$ cat config.mk
export PLATFORM = sky130hd
export DESIGN_NAME = sdma_divider
export DESIGN_NICKNAME = d
export VERILOG_FILES = /design/src/design/sdma_pkg.sv /design/src/design/sdma_divider.sv
export SDC_FILE = /design/constraint.sdc
export NUM_CORES = 1
export LEC_CHECK = 0
export ABC_AREA = 1
export BUFFER_PORTS_ARGS = -buffer_cell sky130_fd_sc_hd__clkbuf_2
export CORE_MARGIN = 2
export CORE_UTILIZATION = 50
export CTS_CLUSTER_SIZE = 20
export DETAILED_ROUTE_END_ITERATION = 10
export HOLD_SLACK_MARGIN = 0.12
export PLACE_DENSITY = 0.72
export SLEW_MARGIN = 20
export SYNTH_ARGS = -nofsm -noshare
export SYNTH_HDL_FRONTEND = slang
export SYNTH_SLANG_ARGS = --single-unit
$ cat constraint.sdc
create_clock -name clk -period 2.8 [get_ports clk]
set_clock_uncertainty 0.15 [all_clocks]
set_input_delay 0.28 -clock clk [delete_from_list [all_inputs] [get_ports clk]]
set_output_delay 0.28 -clock clk [all_outputs]
set_load 0.02 [all_outputs]
$ cat src/design/sdma_pkg.sv
`timescale 1ns / 1ps
`default_nettype none
package sdma_pkg;

  localparam int ImageWidth  = 640;
  localparam int ImageHeight = 480;
  localparam int PixCount    = ImageWidth * ImageHeight;
  localparam int AddrW       = $clog2(PixCount);

  localparam logic [1:0] OP_LOAD   = 2'd0;
  localparam logic [1:0] OP_ASSOC  = 2'd1;
  localparam logic [1:0] OP_QUERY  = 2'd2;
  localparam logic [1:0] OP_UNUSED = 2'd3;

  localparam logic [2:0] CLS_MATCH   = 3'd0;
  localparam logic [2:0] CLS_BEHIND  = 3'd1;
  localparam logic [2:0] CLS_FRONT   = 3'd2;
  localparam logic [2:0] CLS_INVALID = 3'd3;
  localparam logic [2:0] CLS_OUTSIDE = 3'd4;
  localparam logic [2:0] CLS_NONE    = 3'd5;

  localparam logic [2:0] REG_FOCAL_X  = 3'd0;
  localparam logic [2:0] REG_FOCAL_Y  = 3'd1;
  localparam logic [2:0] REG_CENTER_X = 3'd2;
  localparam logic [2:0] REG_CENTER_Y = 3'd3;
  localparam logic [2:0] REG_TOL      = 3'd4;
  localparam logic [2:0] REG_NEAR     = 3'd5;
  localparam logic [2:0] REG_FAR      = 3'd6;

  // product 26x32 signed -> 59 bits
  localparam int NumW = 59;

  typedef enum logic [3:0] {
    ST_IDLE,
    ST_MUL_X,
    ST_DIV_X,
    ST_DIV_Y,
    ST_PROJ,
    ST_RD,
    ST_RDWAIT,
    ST_CLASS,
    ST_OUT
  } sdma_state_t;

  // divider handshake
  typedef struct packed {
    logic start;
  } div_ctl_t;

  typedef struct packed {
    logic busy;
    logic done;
  } div_sts_t;

endpackage
`default_nettype wire

$ cat src/design/sdma_divider.sv
`timescale 1ns / 1ps
`default_nettype none
// signed floor division of a 59-bit numerator by a positive 31-bit divisor,
// one quotient bit per cycle on magnitudes
module sdma_divider
  import sdma_pkg::*;
(
  input  wire logic                   clk,
  input  wire logic                   rst_n,
  input  wire div_ctl_t               ctl,
  input  wire logic signed [NumW-1:0] num,
  input  wire logic        [30:0]     den,
  output      div_sts_t               sts,
  output      logic signed [NumW-1:0] quo
);

  localparam int CntW = $clog2(NumW + 1);

  logic [NumW-1:0] q_r, q_nxt;
  logic [31:0]     rem_r, rem_nxt;
  logic [30:0]     den_r;
  logic            neg_r;
  logic [CntW-1:0] cnt_r, cnt_nxt;
  logic            busy_r, busy_nxt;
  logic            done_r, done_nxt;
  logic [NumW-1:0] mag;
  logic [32:0]     trial;
  logic [NumW-1:0] qmag;

  assign mag = num[NumW-1] ? (~num + 1'b1) : num;

  always_comb begin
    q_nxt    = q_r;
    rem_nxt  = rem_r;
    cnt_nxt  = cnt_r;
    busy_nxt = busy_r;
    done_nxt = 1'b0;
    trial    = '0;
    if (ctl.start) begin
      q_nxt    = mag;
      rem_nxt  = '0;
      cnt_nxt  = CntW'(NumW);
      busy_nxt = 1'b1;
    end else if (busy_r) begin
      trial = {rem_r, q_r[NumW-1]} - {2'b00, den_r};
      if (!trial[32]) begin
        rem_nxt = trial[31:0];
        q_nxt   = {q_r[NumW-2:0], 1'b1};
      end else begin
        rem_nxt = {rem_r[30:0], q_r[NumW-1]};
        q_nxt   = {q_r[NumW-2:0], 1'b0};
      end
      cnt_nxt = cnt_r - 1'b1;
      if (cnt_r == CntW'(1)) begin
        busy_nxt = 1'b0;
        done_nxt = 1'b1;
      end
    end
  end

  always_ff @(posedge clk) begin
    if (!rst_n) begin
      busy_r <= 1'b0;
      done_r <= 1'b0;
      cnt_r  <= '0;
    end else begin
      busy_r <= busy_nxt;
      done_r <= done_nxt;
      cnt_r  <= cnt_nxt;
    end
    q_r   <= q_nxt;
    rem_r <= rem_nxt;
    if (ctl.start) begin
      den_r <= den;
      neg_r <= num[NumW-1];
    end
  end

  // floor for negative numerators: -(mag/den) - (rem != 0)
  assign qmag = q_r;
  assign quo  = neg_r ? ($signed(~qmag + 1'b1) - $signed({{(NumW-1){1'b0}}, (rem_r != '0)}))
                      : $signed(qmag);
  assign sts.busy = busy_r;
  assign sts.done = done_r;

endmodule
`default_nettype wire

### After elaboration in Yosys (flattened, before gate mapping)

Index checks and enable logic that the tools add are counted.

| storage, ports and cells | value |
|---|---|
| register bits after elaboration | 131 |
| latch bits | 0 |
| RAM bits | 0 |
| ROM bits | 0 |
| input bits | 93 |
| output and inout port bits | 61 |
| word-level logic and storage cells | 34 |
| memories kept | 0 |

| operators by class | value |
|---|---|
| add/subtract/negate cells | 5 |
| $mul | 0 |
| divide/modulo/power cells | 0 |
| $lt $le $gt $ge | 0 |
| equal/unequal tests | 1 |
| shift-type cells | 0 |
| multiplexer cells | 12 |
| bitwise operators | 4 |
| reductions and logical operators | 4 |

Operator list:

| operator | count |
|---|---|
| 59-bit 2-to-1 mux | 4 |
| 59-bit by 1-bit adder with 59-bit output (second input constant) | 2 |
| 59-bit NOT | 2 |
| 59-bit by 2-bit subtractor with 59-bit output | 1 |
| 33-bit by 31-bit subtractor with 33-bit output | 1 |
| 32-bit 2-to-1 mux | 1 |
| 32-bit nonzero test | 1 |
| 6-bit 2-to-1 mux | 2 |
| 6-bit by 1-bit == test with 1-bit output (second input constant) | 1 |
| 6-bit by 1-bit subtractor with 6-bit output (second input constant) | 1 |
| 1-bit 2-to-1 mux | 5 |
| 3-bit OR reduction | 1 |
| 1-bit NOT | 2 |
| 2-bit nonzero test | 1 |
| 2-bit OR reduction | 1 |

### Logic depth before layout (Yosys ltp)

Gate-level depths: netlist of the first run.

| logic depth | value |
|---|---|
| word-level depth | 4 |
| mapped depth | 19 |
| gate-level depth less buffers | 19 |

### Least setup slack after synthesis of the first run

OpenSTA, ideal clock, no wires.

| timing | value |
|---|---|
| kind | register -> output |
| start | reg rem_r[19] |
| end | out quo[33] |
| arrival | 2.714 ns |
| data required time | 2.370 ns |
| setup slack | -0.344 ns |
| stages on the path, launching flop included | 19 |
| buffers on the path | 0 |
| cells stage by stage | dfxtp_1 > nor4_1 > nand3_1 > nor4_1 > ha_1 > ha_1 > inv_1 > ha_1 > inv_1 > nand3_1 > nand3_1 > nand2_1 > nand2_1 > nand2_1 > nand2_1 > nand2_1 > nand2_1 > xnor2_1 > o21ai_0 |

| on the way | value |
|---|---|
| word-level cells in the longest chain between the ends | 3 |

RTL lines:

| what | RTL line | RTL |
|---|---|---|
| start, declared | sdma_divider.sv:20 | `logic [31:0] rem_r, rem_nxt;` |
| start signal, assigned | sdma_divider.sv:72 | `rem_r <= rem_nxt;` |
| 32-bit nonzero test | sdma_divider.sv:81 | `assign quo = neg_r ? ($signed(~qmag + 1'b1) - $signed({{(NumW-1){1'b0}}, (rem_r != '0)}))` |
| 59-bit by 2-bit subtractor with 59-bit output | sdma_divider.sv:81 |  |
| 59-bit 2-to-1 mux | sdma_divider.sv:81 |  |
| end, declared | sdma_divider.sv:14 | `output logic signed [NumW-1:0] quo` |

Every way passes these cells.

### Worst setup path after layout of the first run

Same ends and word-level chain as after synthesis.

==> run metrics, run 1 <==
run status=finished, violations left; violated checks=negative setup slack; fin crit period=roughly 3.8 ns; Post-Syn Area=0.0155 mm2; initial drt markers=1300; min-delay worst type=input pin to flop; Synth Warn #=0; Buf+Inv Stages, Crit Path=4; I/O Pins=154; DRT Pass-1 Iters=6; most used cell, CP=nand2_4; CTS root buf=clkbuf_16; top cells by area, synth=nand2_1 (25%), edfxtp_1 (18%), inv_1 (12%); H-tree depth=4; crit-path max FO=4; area grow syn2layout=33.9%; total power=9.96 mW; Final setup viols=58; Post-route DRC=0; WHS=0.135 ns; syn avg cell area=5.77 um2; fin area=0.0208 mm2; register bit total from synthesis=131; max frequency=265 MHz; CP top delay family=simple AND/OR/NAND/NOR gates; Final GP Congestion=between 0.9 and 1; slew margin rel.=48.1%; core area=0.0306 mm2; post-route clock period utilization=135%; maximum VDD drop=0.375 mV; worst reg2reg setup slack=0.11 ns; All-Layer GR Usage=around 34%; synth cell count leaders=nand2_1 (1031), inv_1 (503), nor2_1 (218); Vias=between 15000 and 20000; clock latency on the worst-skew pair=about 0.44 ns; Vias/cell=approximately 5.2; largest net degree at the start of global routing=68; first-pass GRT wire length=89.0 mm; Switching Share=a little over two fifths; clock tree buffer depth=2; Post-synth EDFFs=91; top-count cell post-synth=nand2_1; Worst Path Required=2.37 ns; Die Height=180 um; start point of the critical path=rem_r[19]; Yosys top cell area share=24.9%; DP Area=0.0184 mm2; Hold Path Cell Cnt=3; row count=64; TritonCTS clock tree=yes; Hold Crit Start=num[15]; final net count=3283; Post-Route WL=56.6 mm; share of power burned in registers=24.2%; Fill cells=2732; NetSw=4.16 mW; FF-to-FF End=rem_r[16]; dpl hpwl=approximately 46 mm; Initial Util=roughly half; critical path's largest stage delay=0.34 ns; register area share after synthesis=22.7%; Final Hold Viols=0; Int Pwr=5.79 mW; initial antenna violation count=5; P_leak=11.4 nW; Synth Flop Type=edfxtp_1; critical register-to-register path startpoint=q_r[58]; average wire per standard cell=16.2 um; Worst Setup Start Kind=flop; worst r2r path cells=18; cts bufs inserted=17; Comb pwr share=53.9%; Clk pwr share=21.9%; Critical-path top delay cell=nor4_2; post-synthesis cell count=2691; CTS sink cnt=131; layout cells sized above 1=21.2%; CTS clk-pin slew, worst paths=0.06 ns; WS Path Type=flop to primary output; antenna-violating nets left=0; Max Cap Viol=0; grt total ovfl=0; Worst-Margin Slew=0.778 ns; Synth area leader=nand2_1; PD cells=between 400 and 500 mW/mm2; CP Data Arrival Time=3.34 ns; post-route setup slack=-0.973 ns; CP Cell Sequence=nor4_2, nand3_1, nor4_2, buf_4, ha_4, ha_4, inv_4, ha_4, inv_4, nand3_4, nand3_4, nand2_4, nand2_4, nand2_4, nand2_4, nand2_2, nand2_2, xnor2_2, o21ai_2, clkbuf_8; IO buf count=153; die extent in x=180 um; WHS Endpoint=q_r[15]; Setup crit end kind=primary output; Slew Viols, Final=0; die area=0.0325 mm2; Yosys cell types=49; DP Worst Slack=-0.775 ns; post-synthesis net count=2879; vias in the first global route=17959; RSZ-0062 raised after global routing=true; final core utilization=~68%; asr flop ratio synth=0%
==> worst reg2reg max path, stage by stage (launching register included) <==
cell      delay [ns]
edfxtp_1        0.45
inv_2           0.09
ha_2            0.21
fa_2            0.42
inv_1           0.08
nand3_1         0.06
nand2_1         0.10
nand2_1         0.07
nand2_2         0.12
nand2_2         0.08
nand2_4         0.08
nand2_4         0.06
nand2_4         0.06
nand2_2         0.06
nand2_4         0.10
buf_4           0.19
nand2_2         0.06
nand3_1         0.09
nand2_1         0.06
==> cell type report <==
class	count	area, um2	area share (%)
multi-input cells	2003	10800	51.7
flip-flops and latches	131	3540	17.0
repair buffers	434	3520	16.9
inverters	508	1910	9.19
well taps	396	495	2.38
clock buffers	17	425	2.05
clock inverters	15	148	0.710
diodes	2	5.00	0.0241
==> logic make-up after synthesis <==
logic type                 count (synthesis)  synth area share (%)
and+or+nand+nor                         1587                  42.9
DFF                                      131                  22.7
AOI/OAI and AO/OA                        249                  8.64
xor gates and xnor gates                  72                  4.06
adders and majority gates                 95                  7.70
buffers and inverters                    557                  13.9
==> placed cells by master (no fill, tap or decap), types with 29 or more instances in the layout <==
cell           netlist  final
nand3_1            174    129
nand2_1           1031    961
xnor2_1             42     34
xor2_1              30     30
edfxtp_1            91     91
inv_1              503    498
buf_4                2    234
dlygate4sd3_1        0     43
nand2_4              4     29
a21oi_1             96     96
nand2_2             37     81
nand3_2             15     43
nor3_1              37     37
o21ai_0            111     79
ha_1                94     90
dfxtp_1             40     38
nor2_1             218    214
clkbuf_2             0     94
==> how the worst max path moves through the flow <==
stage | to | slack, ns | cells past startpoint
after global routing | quo[33] | -1.10 | 20
after global placement | quo[49] | -0.78 | 21
after detailed placement | quo[37] | -0.78 | 18
after CTS | quo[33] | -0.97 | 21
after floorplan | quo[33] | -0.05 | 18
final | quo[33] | -0.97 | 20
==> per-layer routing <==
metal / routed length [um] / track usage [%] / vias to the layer above
li1: - / - / 9192
met1: 22700 / 40.2 / 8284
met2: 27400 / 60.6 / 672
met3: 3720 / 5.42 / 159
met4: 2820 / 16.9 / 4
met5: 17 / 0 / -
==> registers in the layout (all words and copies together) (netlist names) <==
signal  count
busy_r      1
cnt_r       6
den_r      31
done_r      1
neg_r       1
q_r        59
rem_r      32
==> per-stage QoR <==
step | cells | setup TNS [ns]
floorplan | 2691 | -0.0701
global placement | 3410 | -32.09
detailed placement | 3410 | -32.89
CTS | 3494 | -46.99
global route | 3506 | -55.76
finish | 3506 | -47.51
==> power by group through the flow <==
| stage | registers, mW | clock network (mW) | logic [mW] |
|---|---|---|---|
| after floorplan | 2.38 | 0 | 2.68 |
| after global routing | 2.42 | 2.29 | 5.82 |
| final | 2.41 | 2.18 | 5.37 |
| after global placement | 2.43 | 0 | 4.34 |
| after detailed placement | 2.44 | 0 | 4.40 |
| after CTS | 2.40 | 2.20 | 5.03 |
==> timing repair <==
| action | in CTS | in global routing |
|---|---|---|
| buffers inserted | 11 | 10 |
| pin swaps | 81 | 60 |
| hold buffers | 43 | 0 |
| resized for setup | 245 | 103 |
| hold endpoints to repair | 50 | 0 |
| setup endpoints to repair | 59 | 92 |
| cloned | 0 | 1 |
(Power assumes the default switching activity.)
==> run 2: changes to the inputs <==
--- a/config.mk
+++ b/config.mk
@@ -13,6 +13,7 @@
 export DETAILED_ROUTE_END_ITERATION = 10
 export HOLD_SLACK_MARGIN = 0.12
 export PLACE_DENSITY = 0.72
+export SKIP_CTS_REPAIR_TIMING = 1
 export SLEW_MARGIN = 20
 export SYNTH_ARGS = -nofsm -noshare
 export SYNTH_HDL_FRONTEND = slang
==> run metrics, run 2 (synthesis results as in run 1) <==
Worst Path Required=2.37 ns; register area=0.00353 mm2; clock latency on the worst-skew pair=0.44 ns; min-delay worst type=input pin to flop; row count=64; grt total ovfl=0; number of flip-flops in the largest register=59; Final GP Congestion=a little under 1; run status=finished, violations left; CP Data Arrival Time=3.37 ns; initial antenna violation count=6; max frequency=263 MHz; DP Worst Slack=-0.775 ns; die area=0.0325 mm2; Initial Util=just over 50%; placed cells=3410; worst r2r path cells=18; Setup crit end kind=primary output; core area=a little over 0.03 mm2; post-route setup slack=-1.00 ns; Post-Route WL=55.5 mm; antenna-violating nets left=0; IO buf count=153; commonest non-fill, non-tap cell in the layout=nand2_1; vias in the first global route=17329; Worst Setup Start Kind=flop; initial drt markers=between 1000 and 1500; WS Path Type=flop to primary output; worst reg2reg setup slack=0.12 ns; Vias/cell=5.20; Vias=18159; H-tree depth=4; Max Cap Viol=0; RSZ-0062 raised after global routing=true; Final setup viols=58; Most flops, register=q_r; Total Neg Setup Slack=-46.33 ns; Slew Viols, Final=0; DRT Pass-1 Iters=7; dpl hpwl=roughly 46 mm; biggest regs=q_r (59), rem_r (32), den_r (31); Hold Path Cell Cnt=4; Fill cells=2833; Post-route DRC=0; total power=9.74 mW; area grow syn2layout=31.3%; PD cells=~480 mW/mm2; I/O Pins=~150; final net count=between 3000 and 4000; clock tree buffer depth=2; P_leak=about 11 nW; CTS root buf=clkbuf_16; die extent in x=180 um; Final Hold Viols=0; maximum VDD drop=0.373 mV; largest net degree at the start of global routing=68; final std cells w/o fill=3491; Multi-input gate area=roughly 0.011 mm2; All-Layer GR Usage=33.2%; cts bufs inserted=17; layout cells sized above 1=between 20% and 30%; Die Height=between 150 and 200 um; violated checks=negative setup slack; slew margin rel.=about half; crit-path max FO=4; fin crit period=3.80 ns; most frequent cells in the layout=nand2_1 (969), inv_1 (498), buf_4 (233); final core utilization=66.7%; post-route clock period utilization=136%; first-pass GRT wire length=86.1 mm; Worst-Margin Slew=0.778 ns; CTS sink cnt=131; average wire per standard cell=approximately 16 um; CTS clk-pin slew, worst paths=0.06 ns; TritonCTS clock tree=yes
## run 2: cell types whose count changed in the layout (fill, tap and decap cells not counted), sizes merged
| cell | previous run | this run |
|---|---|---|
| dlygate4sd3 | 43 | 35 |
| buf | 269 | 287 |
| clkbuf | 139 | 113 |
| diode | 2 | 3 |
## run 2: layout make-up
type	instances	share of cell area [%]
Timing Repair Buffer	418	15.9
Antenna cell	3	0.0368
Sequential cell	131	17.3
Clock buffer	17	2.09
Tap cell	396	2.43
Multi-Input combinational cell	2003	52.1
Clock inverter	15	0.724
Inverter	508	9.36
## run 2: path summary, 6_finish.rpt
kind	from	to
worst max-delay path	rem_r[11]	quo[33]
worst min-delay path	num[43]	q_r[43]
worst max register to register	q_r[58]	rem_r[16]
worst min register to register	cnt_r[5]	cnt_r[5]
## run 2: where the power goes
group | switching, mW | internal, mW | total, mW
registers | 0.148 | 2.26 | 2.41
logic | 2.99 | 2.15 | 5.14
clock network | 0.946 | 1.24 | 2.19
total | 4.09 | 5.65 | 9.74
## run 2: stage by stage
stage / hold slack [ns] / cell area, um2
6_report: 0.0975 / 20400
5_1_grt: 0.127 / 20400
4_1_cts: -0.149 / 19000
3_5_place_dp: 0.309 / 18400
3_3_place_gp: 0.307 / 18400
2_1_floorplan: 0.229 / 15600
## run 2: worst max-delay path, stage by stage, from the launching register on
cell and delay [ns]:
dfxtp_1 0.31, nor4_1 0.33, nand4_1 0.17, nor4_2 0.30, buf_4 0.18, ha_4 0.12, ha_4 0.15, inv_4 0.04
ha_4 0.14, inv_2 0.06, nand3_2 0.10, nand3_4 0.12, nand2_4 0.06, nand2_4 0.10, nand2_2 0.07, nand2_4 0.10
nand2_1 0.08, nand2_2 0.09, xnor2_2 0.06, o21ai_2 0.19, buf_6 0.15
## run 2: per-layer routing
layer	routed length [um]	vias up	part of all wire (%)	global-route usage, %
met4	2710	6	4.9	17.2
met5	33	-	0.059	0
met2	26600	644	48	57.7
li1	-	9168	-	-
met3	3740	153	6.7	5.74
met1	22400	8188	40	39.3
